==> config.mk <==
export PLATFORM = sky130hd
export DESIGN_NAME = hamming_k_mismatch_search_core
export DESIGN_NICKNAME = d
export VERILOG_FILES = /design/src/design/hkms_pkg.sv /design/src/design/hkms_cell.sv /design/src/design/hkms_mis_tree.sv /design/src/design/hamming_k_mismatch_search_core.sv
export SDC_FILE = /design/constraint.sdc
export NUM_CORES = 2
export LEC_CHECK = 0
export BUFFER_PORTS_ARGS = -buffer_cell sky130_fd_sc_hd__buf_4
export CAP_MARGIN = 40
export CELL_PAD_IN_SITES_DETAIL_PLACEMENT = 0
export CELL_PAD_IN_SITES_GLOBAL_PLACEMENT = 2
export CORE_MARGIN = 4
export CORE_UTILIZATION = 46
export DETAILED_ROUTE_END_ITERATION = 8
export HOLD_SLACK_MARGIN = 0.12
export PLACE_DENSITY_LB_ADDON = 0.15
export SYNTH_ARGS = -nofsm -noshare
export SYNTH_HDL_FRONTEND = slang
export SYNTH_SLANG_ARGS = --single-unit
==> constraint.sdc <==
create_clock -name clk_i -period 12.81 [get_ports clk_i]
set_input_delay 1.9215 -clock clk_i [delete_from_list [all_inputs] [get_ports clk_i]]
set_output_delay 1.9215 -clock clk_i [all_outputs]
set_load 0.05 [all_outputs]
==> src/design/hkms_pkg.sv <==
// shared constants and types of the hamming k-mismatch search core
`timescale 1ns / 1ps

package hkms_pkg;

  localparam int MAX_PATTERN_DEF   = 32;
  localparam int POSITION_BITS_DEF = 24;
  localparam int POS_W             = 24;
  localparam int CFG_IDX_W         = 3;
  localparam int CFG_DATA_W        = 64;
  localparam int LEN_CFG_W         = 6;
  localparam int MIS_CFG_W         = 5;
  localparam int NUM_WORDS         = 4;
  localparam int CHARS_PER_WORD    = 8;
  localparam int REG_CHARS         = NUM_WORDS * CHARS_PER_WORD;
  localparam int GROUP             = 8;
  localparam int GROUP_W           = 4;

  localparam logic ACT_CHAR     = 1'b0;
  localparam logic ACT_EOT      = 1'b1;
  localparam logic KIND_MATCH   = 1'b0;
  localparam logic KIND_SUMMARY = 1'b1;

  typedef enum logic [CFG_IDX_W-1:0] {
    REG_PATTERN_LENGTH,
    REG_MAX_MISMATCHES,
    REG_PATTERN_WORD_0,
    REG_PATTERN_WORD_1,
    REG_PATTERN_WORD_2,
    REG_PATTERN_WORD_3
  } hkms_reg_e;

  // per-cycle control fanned out to every window cell
  typedef struct packed {
    logic shift;
    logic clear;
    logic load;
  } hkms_cell_ctl_t;

endpackage

==> src/design/hkms_cell.sv <==
// one window cell: holds a text byte, its aligned pattern byte and a mismatch flag
`timescale 1ns / 1ps

module hkms_cell #(
  parameter int MAX_PATTERN = hkms_pkg::MAX_PATTERN_DEF,
  parameter int CELL_IDX    = 0
) (
  input  logic                               clk_i,
  input  logic                               rst_ni,
  input  hkms_pkg::hkms_cell_ctl_t           ctl_i,
  input  logic [7:0]                         char_i,
  input  logic [MAX_PATTERN-1:0][7:0]        pattern_i,
  input  logic [$clog2(MAX_PATTERN+1)-1:0]   len_i,
  output logic [7:0]                         char_o,
  output logic                               mis_o
);

  localparam int LEN_W = $clog2(MAX_PATTERN + 1);
  localparam int IDX_W = $clog2(MAX_PATTERN);

  logic [7:0]       char_q;
  logic [7:0]       pat_q;
  logic             active_q;
  logic             mis_q;
  logic [IDX_W-1:0] sel;

  // pattern byte that lines up with this cell for the current length
  assign sel = IDX_W'(len_i - LEN_W'(1) - LEN_W'(CELL_IDX));

  always_ff @(posedge clk_i or negedge rst_ni) begin
    if (!rst_ni) begin
      char_q <= '0;
    end else if (ctl_i.clear) begin
      char_q <= '0;
    end else if (ctl_i.shift) begin
      char_q <= char_i;
    end
  end

  always_ff @(posedge clk_i) begin
    pat_q    <= pattern_i[sel];
    active_q <= (LEN_W'(CELL_IDX) < len_i);
    if (ctl_i.load) begin
      mis_q <= active_q && (char_q != pat_q);
    end
  end

  assign char_o = char_q;
  assign mis_o  = mis_q;

endmodule

==> src/design/hkms_mis_tree.sv <==
// registered mismatch count: group sums of eight cells, then the group total
`timescale 1ns / 1ps

module hkms_mis_tree #(
  parameter int MAX_PATTERN = hkms_pkg::MAX_PATTERN_DEF
) (
  input  logic                              clk_i,
  input  logic                              load_i,
  input  logic [MAX_PATTERN-1:0]            mis_i,
  output logic [$clog2(MAX_PATTERN+1)-1:0]  total_o
);

  localparam int LEN_W = $clog2(MAX_PATTERN + 1);
  localparam int NG    = (MAX_PATTERN + hkms_pkg::GROUP - 1) / hkms_pkg::GROUP;

  logic [NG-1:0][hkms_pkg::GROUP_W-1:0] grp_d;
  logic [NG-1:0][hkms_pkg::GROUP_W-1:0] grp_q;

  always_comb begin
    grp_d = '0;
    for (int g = 0; g < NG; g++) begin
      for (int k = 0; k < hkms_pkg::GROUP; k++) begin
        if (g * hkms_pkg::GROUP + k < MAX_PATTERN) begin
          grp_d[g] = grp_d[g] + hkms_pkg::GROUP_W'(mis_i[g * hkms_pkg::GROUP + k]);
        end
      end
    end
  end

  always_ff @(posedge clk_i) begin
    if (load_i) begin
      grp_q <= grp_d;
    end
  end

  always_comb begin
    total_o = '0;
    for (int g = 0; g < NG; g++) begin
      total_o = total_o + LEN_W'(grp_q[g]);
    end
  end

endmodule

==> src/design/hamming_k_mismatch_search_core.sv <==
// top level of the hamming k-mismatch pattern search core
//
//  channel   handshake               payload
//  input     in_valid_i / in_stall_o  action_i, text_char_i
//  output    out_valid_o / out_stall_i kind_o, position_o, none_found_o
//  config    cfg_valid_i / cfg_ready_o cfg_index_i, cfg_data_i
//
// one beat in per cycle unless stalled; characters shift the cell row until the
// position count overflows; a result passes cells, group sums, output register
// a stalled output backs up through the three stages before the input stalls
// no clearing pass after reset; the window comes up zero at once
`timescale 1ns / 1ps

module hamming_k_mismatch_search_core #(
  parameter int MAX_PATTERN   = hkms_pkg::MAX_PATTERN_DEF,
  parameter int POSITION_BITS = hkms_pkg::POSITION_BITS_DEF
) (
  input  logic                            clk_i,
  input  logic                            rst_ni,
  input  logic                            in_valid_i,
  output logic                            in_stall_o,
  input  logic                            action_i,
  input  logic [7:0]                      text_char_i,
  output logic                            out_valid_o,
  input  logic                            out_stall_i,
  output logic                            kind_o,
  output logic [hkms_pkg::POS_W-1:0]      position_o,
  output logic                            none_found_o,
  input  logic                            cfg_valid_i,
  output logic                            cfg_ready_o,
  input  logic [hkms_pkg::CFG_IDX_W-1:0]  cfg_index_i,
  input  logic [hkms_pkg::CFG_DATA_W-1:0] cfg_data_i
);

  localparam int LEN_W = $clog2(MAX_PATTERN + 1);
  localparam int CNT_W = POSITION_BITS + 1;
  localparam int EXT_W = 7;
  localparam int CMP_W = (LEN_W > hkms_pkg::MIS_CFG_W) ? LEN_W : hkms_pkg::MIS_CFG_W;

  // configuration registers
  logic [hkms_pkg::LEN_CFG_W-1:0] len_cfg_q;
  logic [hkms_pkg::MIS_CFG_W-1:0] max_mis_q;
  logic [hkms_pkg::NUM_WORDS-1:0][hkms_pkg::CFG_DATA_W-1:0] pat_word_q;

  logic [MAX_PATTERN-1:0][7:0] pat_chars;
  logic [EXT_W-1:0]            len_ext;
  logic [LEN_W-1:0]            len_eff;

  // pipeline control
  logic out_free, c_adv, b_adv, a_adv, acc, is_eot, drop;
  logic a_valid_q, b_valid_q, c_valid_q, out_valid_q;
  logic a_valid_d, b_valid_d, c_valid_d, out_valid_d;
  logic [CNT_W-1:0] cnt_q, cnt_d, cnt_next;
  logic any_match_q, any_match_d;

  // payload alongside the stages
  logic a_eot_q, a_chk_q, b_eot_q, b_chk_q, c_eot_q, c_chk_q;
  logic [POSITION_BITS-1:0] a_start_q, b_start_q, c_start_q;
  logic kind_q, none_found_q;
  logic [hkms_pkg::POS_W-1:0] pos_q;

  hkms_pkg::hkms_cell_ctl_t     cell_ctl;
  logic [MAX_PATTERN-1:0][7:0]  win_char;
  logic [MAX_PATTERN-1:0]       mis;
  logic [LEN_W-1:0]             total;
  logic                         hit;

  assign cfg_ready_o = 1'b1;

  always_ff @(posedge clk_i or negedge rst_ni) begin
    if (!rst_ni) begin
      len_cfg_q  <= hkms_pkg::LEN_CFG_W'(1);
      max_mis_q  <= hkms_pkg::MIS_CFG_W'(1);
      pat_word_q <= '0;
    end else if (cfg_valid_i) begin
      case (cfg_index_i)
        hkms_pkg::REG_PATTERN_LENGTH: begin
          len_cfg_q <= cfg_data_i[hkms_pkg::LEN_CFG_W-1:0];
        end
        hkms_pkg::REG_MAX_MISMATCHES: begin
          max_mis_q <= cfg_data_i[hkms_pkg::MIS_CFG_W-1:0];
        end
        hkms_pkg::REG_PATTERN_WORD_0: begin
          pat_word_q[0] <= cfg_data_i;
        end
        hkms_pkg::REG_PATTERN_WORD_1: begin
          pat_word_q[1] <= cfg_data_i;
        end
        hkms_pkg::REG_PATTERN_WORD_2: begin
          pat_word_q[2] <= cfg_data_i;
        end
        hkms_pkg::REG_PATTERN_WORD_3: begin
          pat_word_q[3] <= cfg_data_i;
        end
        default: begin
        end
      endcase
    end
  end

  // pattern bytes; those beyond the register words read as zero
  for (genvar i = 0; i < MAX_PATTERN; i++) begin : g_pat
    if (i < hkms_pkg::REG_CHARS) begin : g_reg
      assign pat_chars[i] =
        pat_word_q[i / hkms_pkg::CHARS_PER_WORD][(i % hkms_pkg::CHARS_PER_WORD) * 8 +: 8];
    end else begin : g_zero
      assign pat_chars[i] = '0;
    end
  end

  // length zero acts as one, long lengths saturate at the row size
  always_comb begin
    len_ext = EXT_W'(len_cfg_q);
    if (len_ext == '0) begin
      len_ext = EXT_W'(1);
    end else if (len_ext > EXT_W'(MAX_PATTERN)) begin
      len_ext = EXT_W'(MAX_PATTERN);
    end
    len_eff = LEN_W'(len_ext);
  end

  assign out_free   = !out_valid_q || !out_stall_i;
  assign c_adv      = !c_valid_q || out_free;
  assign b_adv      = !b_valid_q || c_adv;
  assign a_adv      = !a_valid_q || b_adv;
  assign in_stall_o = !a_adv;

  assign acc      = in_valid_i && a_adv;
  assign is_eot   = (action_i == hkms_pkg::ACT_EOT);
  assign drop     = !is_eot && cnt_q[POSITION_BITS];
  assign cnt_next = cnt_q + CNT_W'(1);

  assign cell_ctl.shift = acc && !is_eot && !drop;
  assign cell_ctl.clear = acc && is_eot;
  assign cell_ctl.load  = b_adv && a_valid_q;

  assign hit = CMP_W'(total) <= CMP_W'(max_mis_q);

  always_comb begin
    a_valid_d   = a_valid_q;
    b_valid_d   = b_valid_q;
    c_valid_d   = c_valid_q;
    out_valid_d = out_valid_q;
    cnt_d       = cnt_q;
    any_match_d = any_match_q;
    if (a_adv) begin
      a_valid_d = acc && !drop;
    end
    if (acc) begin
      if (is_eot) begin
        cnt_d = '0;
      end else if (!drop) begin
        cnt_d = cnt_next;
      end
    end
    if (b_adv) begin
      b_valid_d = a_valid_q;
    end
    if (c_adv) begin
      c_valid_d = b_valid_q;
    end
    if (out_free) begin
      out_valid_d = c_valid_q && (c_eot_q || (c_chk_q && hit));
      if (c_valid_q) begin
        if (c_eot_q) begin
          any_match_d = 1'b0;
        end else if (c_chk_q && hit) begin
          any_match_d = 1'b1;
        end
      end
    end
  end

  always_ff @(posedge clk_i or negedge rst_ni) begin
    if (!rst_ni) begin
      a_valid_q   <= 1'b0;
      b_valid_q   <= 1'b0;
      c_valid_q   <= 1'b0;
      out_valid_q <= 1'b0;
      cnt_q       <= '0;
      any_match_q <= 1'b0;
    end else begin
      a_valid_q   <= a_valid_d;
      b_valid_q   <= b_valid_d;
      c_valid_q   <= c_valid_d;
      out_valid_q <= out_valid_d;
      cnt_q       <= cnt_d;
      any_match_q <= any_match_d;
    end
  end

  always_ff @(posedge clk_i) begin
    if (acc) begin
      a_eot_q   <= is_eot;
      a_chk_q   <= (cnt_next >= CNT_W'(len_eff));
      a_start_q <= POSITION_BITS'(cnt_next - CNT_W'(len_eff));
    end
    if (b_adv) begin
      b_eot_q   <= a_eot_q;
      b_chk_q   <= a_chk_q;
      b_start_q <= a_start_q;
    end
    if (c_adv) begin
      c_eot_q   <= b_eot_q;
      c_chk_q   <= b_chk_q;
      c_start_q <= b_start_q;
    end
    if (out_free) begin
      if (c_eot_q) begin
        kind_q       <= hkms_pkg::KIND_SUMMARY;
        pos_q        <= '0;
        none_found_q <= !any_match_q;
      end else begin
        kind_q       <= hkms_pkg::KIND_MATCH;
        pos_q        <= hkms_pkg::POS_W'(c_start_q);
        none_found_q <= 1'b0;
      end
    end
  end

  // row of window cells, newest character in cell zero
  for (genvar j = 0; j < MAX_PATTERN; j++) begin : g_cell
    logic [7:0] char_in;
    if (j == 0) begin : g_head
      assign char_in = text_char_i;
    end else begin : g_link
      assign char_in = win_char[j-1];
    end
    hkms_cell #(
      .MAX_PATTERN (MAX_PATTERN),
      .CELL_IDX    (j)
    ) u_cell (
      .clk_i     (clk_i),
      .rst_ni    (rst_ni),
      .ctl_i     (cell_ctl),
      .char_i    (char_in),
      .pattern_i (pat_chars),
      .len_i     (len_eff),
      .char_o    (win_char[j]),
      .mis_o     (mis[j])
    );
  end

  hkms_mis_tree #(
    .MAX_PATTERN (MAX_PATTERN)
  ) u_tree (
    .clk_i   (clk_i),
    .load_i  (c_adv && b_valid_q),
    .mis_i   (mis),
    .total_o (total)
  );

  assign out_valid_o  = out_valid_q;
  assign kind_o       = kind_q;
  assign position_o   = pos_q;
  assign none_found_o = none_found_q;

endmodule

# [Word-level counts from Yosys, hierarchy flattened]
# Cells that the tools add are included.
[totals] mem_bits_rw=0 memories=0 register_bits=993 elab_cells=529 latch_bits=0 mem_bits_ro=0
[op_classes] magnitude_cmp=67 bitwise_logic=0 add_sub_neg=65 n_reduce_logical=68 shift=0 n_eq_ne=38 div_mod_pow=0 mux=135 mul=0
[op_table] op="8-bit binary-select mux with 5-bit select" n=32
[op_table] op="8-bit two-way mux" n=96
[op_table] op="8-bit inequality test" n=32
[op_table] op="5-bit by 6-bit < comparator with 1-bit output, second input constant" n=32
[op_table] op="4-bit by 1-bit adder with 4-bit output" n=24
[op_table] op="5-bit by 6-bit < comparator with 1-bit output, first input constant" n=16
[op_table] op="5-bit subtractor, second input constant" n=16
[op_table] op="25-bit two-way mux" n=2
[op_table] op="4-bit by 6-bit < comparator with 1-bit output, first input constant" n=8
[op_table] op="1-bit logical AND" n=42
[op_table] op="5-bit by 4-bit subtractor with 5-bit output, second input constant" n=8
[op_table] op="25-bit by 1-bit adder with 25-bit output, second input constant" n=1
[op_table] op="25-bit by 6-bit >= comparator with 1-bit output" n=1
[op_table] op="3-bit by 6-bit < comparator with 1-bit output, first input constant" n=4
[op_table] op="24-bit by 6-bit subtractor with 24-bit output" n=1
[op_table] op="5-bit by 3-bit subtractor with 5-bit output, second input constant" n=4
[op_table] op="2-bit AND reduction" n=7
[op_table] op="6-bit by 4-bit adder with 6-bit output" n=2
[op_table] op="1-bit by 6-bit < comparator with 1-bit output, first input constant" n=2
[op_table] op="2-bit by 6-bit < comparator with 1-bit output, first input constant" n=2
[op_table] op="6-bit two-way mux" n=2
[op_table] op="5-bit by 1-bit subtractor with 5-bit output, second input constant" n=2
[op_table] op="5-bit by 2-bit subtractor with 5-bit output, second input constant" n=2
[op_table] op="1-bit logical NOT" n=9
[op_table] op="14 further kinds" n=26

# [Longest topological paths before layout]
[depth] word_depth=10 mapped_depth=19 mapped_depth_nobuf=16

# [Hierarchy]
# Synthesis repeated with hierarchy kept, for this count alone.
[hier_totals] hier_cells=8777 hier_area_um2=112735.6
[by_module_without_submodules] mod="hamming_k_mismatch_search_core" area_each_um2=16022.9 instances=1 seq_area_each_um2=10557.6 cells_each=1073
[by_module_without_submodules] mod="hkms_cell (g_cell[13].u_cell ...)" area_each_um2=3106.7 instances=2 seq_area_each_um2=410.4 cells_each=305
[by_module_without_submodules] mod="hkms_cell (g_cell[17].u_cell)" area_each_um2=3155.5 instances=1 seq_area_each_um2=410.4 cells_each=282
[by_module_without_submodules] mod="hkms_cell (g_cell[25].u_cell)" area_each_um2=3143.0 instances=1 seq_area_each_um2=410.4 cells_each=283
[by_module_without_submodules] mod="hkms_cell (g_cell[24].u_cell)" area_each_um2=3118.0 instances=1 seq_area_each_um2=410.4 cells_each=224
[by_module_without_submodules] mod="hkms_cell (g_cell[22].u_cell)" area_each_um2=3115.5 instances=1 seq_area_each_um2=410.4 cells_each=222
[by_module_without_submodules] mod="hkms_cell (g_cell[6].u_cell)" area_each_um2=3111.7 instances=1 seq_area_each_um2=410.4 cells_each=221
[by_module_without_submodules] mod="hkms_cell (g_cell[8].u_cell)" area_each_um2=3110.5 instances=1 seq_area_each_um2=410.4 cells_each=224
[by_module_without_submodules] mod="hkms_cell (g_cell[21].u_cell)" area_each_um2=3076.7 instances=1 seq_area_each_um2=410.4 cells_each=277
[by_module_without_submodules] mod="hkms_cell (g_cell[5].u_cell)" area_each_um2=3072.9 instances=1 seq_area_each_um2=410.4 cells_each=276
[by_module_without_submodules] mod="hkms_cell (g_cell[18].u_cell)" area_each_um2=3061.7 instances=1 seq_area_each_um2=410.4 cells_each=221
[by_module_without_submodules] mod="hkms_cell (g_cell[9].u_cell)" area_each_um2=3046.7 instances=1 seq_area_each_um2=410.4 cells_each=282
[by_module_without_submodules] mod="hkms_cell (g_cell[0].u_cell)" area_each_um2=3025.4 instances=1 seq_area_each_um2=410.4 cells_each=232
[by_module_without_submodules] mod="hkms_cell (g_cell[2].u_cell)" area_each_um2=3022.9 instances=1 seq_area_each_um2=410.4 cells_each=218
[by_module_without_submodules] mod="19 more rows"

# [Worst setup path before layout]
# Ideal clock, no wire load.
[synth_timing] path_type="input port to flip-flop" from="input out_stall_i" to="register cnt_q[21]" arrival_ns=5.236 required_time_ns=12.715 path_stages=10 setup_ns=0.095 setup_slack_ns=7.479 path_cell_list="nand4_1 > o21ai_0 > inv_1 > and2_1 > clkbuf_1 > nor2_1 > clkbuf_1 > clkbuf_1 > o21ai_0 > o31ai_1"
[synth_between] elab_chain_len=7
[synth_lines] element="start: declaration" line_no="hamming_k_mismatch_search_core.sv:25" text="input logic out_stall_i,"
[synth_lines] element="1-bit logical NOT" line_no="hamming_k_mismatch_search_core.sv:122" text="assign out_free = !out_valid_q || !out_stall_i;"
[synth_lines] element="1-bit logical OR" line_no="hamming_k_mismatch_search_core.sv:122"
[synth_lines] element="1-bit logical OR" line_no="hamming_k_mismatch_search_core.sv:123" text="assign c_adv = !c_valid_q || out_free;"
[synth_lines] element="1-bit logical OR" line_no="hamming_k_mismatch_search_core.sv:124" text="assign b_adv = !b_valid_q || c_adv;"
[synth_lines] element="1-bit logical OR" line_no="hamming_k_mismatch_search_core.sv:125" text="assign a_adv = !a_valid_q || b_adv;"
[synth_lines] element="1-bit logical AND" line_no="hamming_k_mismatch_search_core.sv:128" text="assign acc = in_valid_i && a_adv;"
[synth_lines] element="via acc" line_no="hamming_k_mismatch_search_core.sv:50" text="logic out_free, c_adv, b_adv, a_adv, acc, is_eot, drop;"
[synth_lines] element="2-bit AND reduction (no line)"
[synth_lines] element="end signal: assignment" line_no="hamming_k_mismatch_search_core.sv:187" text="cnt_q <= cnt_d;"
[synth_lines] element="end: declaration" line_no="hamming_k_mismatch_search_core.sv:53" text="logic [CNT_W-1:0] cnt_q, cnt_d, cnt_next;"
# The timed path passes the listed nets, and every way through them passes these cells.
# A chain may end at the register's enable or synchronous reset.

# [Worst setup path in the final report]
[layout_timing] from="register len_cfg_q[5] (netlist name)" to="register g_cell[26].u_cell.pat_q[1]"
[layout_between] elab_chain_len=7
[layout_lines] element="start: declaration" line_no="hamming_k_mismatch_search_core.sv:41" text="logic [hkms_pkg::LEN_CFG_W-1:0] len_cfg_q;"
[layout_lines] element="start signal: assignment" line_no="hamming_k_mismatch_search_core.sv:72" text="len_cfg_q <= hkms_pkg::LEN_CFG_W'(1);"
[layout_lines] element="start signal: assignment" line_no="hamming_k_mismatch_search_core.sv:78" text="len_cfg_q <= cfg_data_i[hkms_pkg::LEN_CFG_W-1:0];"
[layout_lines] element="6-bit greater-than comparator" line_no="hamming_k_mismatch_search_core.sv:116" text="end else if (len_ext > EXT_W'(MAX_PATTERN)) begin"
[layout_lines] element="6-bit two-way mux" line_no="hamming_k_mismatch_search_core.sv:116"
[layout_lines] element="6-bit two-way mux *" line_no="hamming_k_mismatch_search_core.sv:114" text="if (len_ext == '0) begin"
[layout_lines] element="5-bit by 1-bit subtractor with 5-bit output *" line_no="hkms_cell.sv:28" text="assign sel = IDX_W'(len_i - LEN_W'(1) - LEN_W'(CELL_IDX));"
[layout_lines] element="5-bit subtractor *" line_no="hkms_cell.sv:28"
[layout_lines] element="8-bit binary-select mux with 5-bit select *" line_no="hkms_cell.sv:41" text="pat_q <= pattern_i[sel];"
[layout_lines] element="8-bit two-way mux (implied by the code) *" line_no="hkms_cell.sv:41"
[layout_lines] element="end signal: assignment" line_no="hkms_cell.sv:41"
[layout_lines] element="end: declaration" line_no="hkms_cell.sv:22" text="logic [7:0] pat_q;"
# Every way passes the cells marked *; elsewhere a longest branch is shown, timed or not. The select of a mux whose other input is x is not followed.

==> run summary <==
Outcome -> finished, final reports clean
R2R setup slack -> 6020 ps
CTS tree -> built
Area of the multi-input gates -> 27300 µm²
Worst path max stage delay -> 710 ps
Layout cell share with drive strength beyond 1 -> 0.189
RSZ-0062 raised after global routing -> no
Power Density -> 342 nW/µm²
TritonCTS Sinks -> 993
Crit share post-route -> 0.530
Initial antenna violation count -> 22
CP required -> 13430 ps
Setup-failing EPs final -> 0
HP Start -> b_start_q[3]
NetSw -> 10.1 mW
Register area -> 24200 µm²
Fmax -> 0.147 GHz
Synth async-reset ratio -> 0.557
Boundary Pins -> 110
Xor/xnor share of the synthesized area -> 0.0577
Synth cell types -> 73
DR DRC count -> 0
Fin Setup TNS -> 0 ps
Initial core utilization -> 0.463
Clk_lat worst skew -> 760 ps
CP top delay family -> buffers and inverters
Average routed wire per standard cell -> 33.4 µm
Filler cells -> 10400
Worst Hold Endpoint -> c_start_q[3]
Clk_skew -> 33.5 ps
First-pass DRT Iterations -> 7
Area grow syn2layout -> 11.9%
Post-DP HPWL -> 174000 µm
Worst hold path depth -> 0
CP arrival -> 7410 ps
Comb pwr share -> 0.570
Buffers plus inverters on the worst setup path -> 6
Total GRT Usage -> 0.367
Cell repeated most along the worst path -> buf_4
Switching part of the total -> 0.498
Overflow after GRT -> 0
First-pass GRT wire length -> 316000 µm
Rel. slew slack -> 0.268
Reg clk slew, reported paths -> 60 ps
Cell area after synthesis -> 53100 µm²
Vias in the first global route -> 40400
Flops & latches, synth -> 993
Worst-Margin Slew -> 1100 ps
Syn Nets -> 5279
Clk pwr share -> 0.167
Critical path fanouts, max -> 42
Vias post-DR -> 43300
Final Power -> 20.3 mW
Startpoint types -> flip-flop
Ys Warns -> 0
DIE HEIGHT -> 348 µm
Die ar. -> 121000 µm²
CTS Buf Count -> 110
Placer Congestion -> 1.06
Post-synthesis mux area share -> 0.168
Core ar. -> 115000 µm²
# hold bufs at CTS -> 0
HP Class -> flip-flop to flip-flop
Final ANT Viol Nets -> 0
Fin. max-slew vios -> 0
Critical path's slowest cell -> nand2b_1
Setup CP Type -> flip-flop to flip-flop
Simple-gate portion of the synthesized area -> 0.122
Peak VDD IR -> 0.176 mV
PortBufs -> 108
Die Wd -> 348 µm
R2R Path End -> g_cell[26].u_cell.pat_q[1]
Leak -> 24.9 nW
Reg2Reg Depth -> 15
Iter 0 DRT Violations -> 5965
# nets final -> 5270
Row cnt -> 124
Number of enable flip-flop cells after synthesis -> 152
Sequential share of power -> 0.263
Crit path time final -> 6790 ps
Cell count after synthesis -> 5129
H-tree depth -> 3
Synth Area in Adders -> 0.0195
Setup Fix Bufs, Post-CTS -> 0
Hold Vio Cnt, Final -> 0
Reg2reg start -> len_cfg_q[5]
CP cell instances -> inv_1, o21a_4, inv_6, ha_1, inv_1, xnor2_4, buf_4, buf_4, ha_1, nand2b_1, buf_4, nor2_1, a211oi_1, o22ai_1, a221oi_1
Sequential share of the synthesized area -> 0.456
Routed WL -> 225000 µm
Internal cell power -> 10.2 mW
Clk buf depth -> 3
Syn Area/Cell -> 10.3 µm²
Compound-Gate Fraction of Synth Area -> 0.144
Vias/cell -> 6.41
Most used flip-flop cell after synthesis -> dfrtp_1
Cts repair resizes -> 0
Critical Path End Type -> flip-flop
Max-cap viol count -> 0
Largest family of logic cells by synthesized area -> multiplexers
Largest net degree at the start of global routing -> 195
CTS Root Cell -> clkbuf_16
## cells in the final DEF, fill, tap and decap left out, types with 32 or more instances in the layout
master and instances:
mux2_2 356, xor2_1 290, dfxtp_1 288, mux4_2 201
buf_4 175, a211oi_1 51, o22ai_1 352, a21oi_1 268
a21boi_0 36, inv_1 94, dfrtp_1 551, o22a_1 32
edfxtp_1 152, nor4_1 70, nor2b_1 41, clkbuf_16 112
nor2_1 274, a211o_1 60, mux2i_1 37, a22o_1 91
o21ai_0 60, xnor2_1 49, ha_1 45, a221oi_1 101
nand2_1 1085
## per-layer routing
layer  vias to the layer above  global-route usage  share of wire
met2                      2335               0.548           0.43
met5                         -                   0        0.00040
met1                     21700               0.504           0.41
met3                       498              0.0986          0.097
met4                        12               0.161          0.058
li1                      18700                   -              -
## layout make-up
class / instances / share of cell area
tap: 1512 / 0.0319
inverter: 99 / 0.00634
sequential: 993 / 0.407
clock buffer: 154 / 0.0531
clock inverter: 56 / 0.0127
antenna: 20 / 0.000843
timing repair buffer: 198 / 0.0290
multi-input combinational: 3718 / 0.459
## kinds of logic (layout without fill, tap and decap cells)
logic type / after synthesis / after routing
XOR/XNOR: 344 / 344
multiplexers: 594 / 594
AND/OR/NAND/NOR: 1582 / 1582
other: 1 / 21
AO/OA/AOI/OAI: 1128 / 1128
buffers and inverters: 418 / 507
adder cells (fa/ha/maj): 69 / 69
flip-flops: 993 / 993
## stage by stage
stage / area [µm²] / setup slack (ps) / cells / hold slack, ps / utilization
floorplan: 53100 / 7480 / 5129 / 400 / -
global placement: 55100 / 6320 / 6491 / 402 / 0.481
detailed placement: 55400 / 6260 / 6519 / 405 / 0.484
CTS: 59300 / 6180 / 6729 / 419 / 0.518
global route: 59400 / 5760 / 6740 / 424 / 0.518
finish: 59400 / 6020 / 6750 / 416 / 0.519
## registers in the layout (all words and copies together), names as in the netlist, 5 cells and up
signal and count:
a_start_q 24, b_start_q 24, c_start_q 24, cnt_q 25, g_cell.u_cell.active_q 32, g_cell.u_cell.char_o 256, g_cell.u_cell.mis_o 32, g_cell.u_cell.pat_q 256
len_cfg_q 6, max_mis_q 5, pat_chars 256, position_o 24, u_tree.grp_q 16
## power groups by stage
stage,combinational (mW),sequential [mW],clock (mW)
after global routing,12.0,5.37,3.57
final,11.6,5.34,3.39
after global placement,11.0,5.34,0
after floorplan,7.05,4.79,0
after detailed placement,11.1,5.35,0
after CTS,11.2,5.28,3.43
## how the worst max path moves through the flow
stage / cells after the start / start / end
finish: 15 / len_cfg_q[5] / g_cell[26].u_cell.pat_q[1]
global route: 15 / len_cfg_q[5] / g_cell[26].u_cell.pat_q[1]
CTS: 15 / len_cfg_q[5] / g_cell[26].u_cell.pat_q[1]
detailed placement: 15 / len_cfg_q[5] / g_cell[26].u_cell.pat_q[1]
global placement: 15 / len_cfg_q[5] / g_cell[26].u_cell.pat_q[1]
floorplan: 10 / out_stall_i / cnt_q[21]
## cell usage after synthesis, drive strengths merged, types with 51 or more instances
master,instances,area (µm²)
edfxtp,152,4560
nand2,1087,4090
mux4,201,4530
xnor2,54,522
dfxtp,288,5770
nor2,280,1050
a21oi,271,1360
nor4,70,438
mux2,356,4010
a22o,91,797
dfrtp,551,13800
a211o,60,526
a211oi,51,383
inv,99,372
clkbuf,217,816
buf,102,579
xor2,290,2540
o21ai,61,305
o22ai,352,2200
a221oi,101,885
No activity file was read; power rests on OpenSTA's default activity.
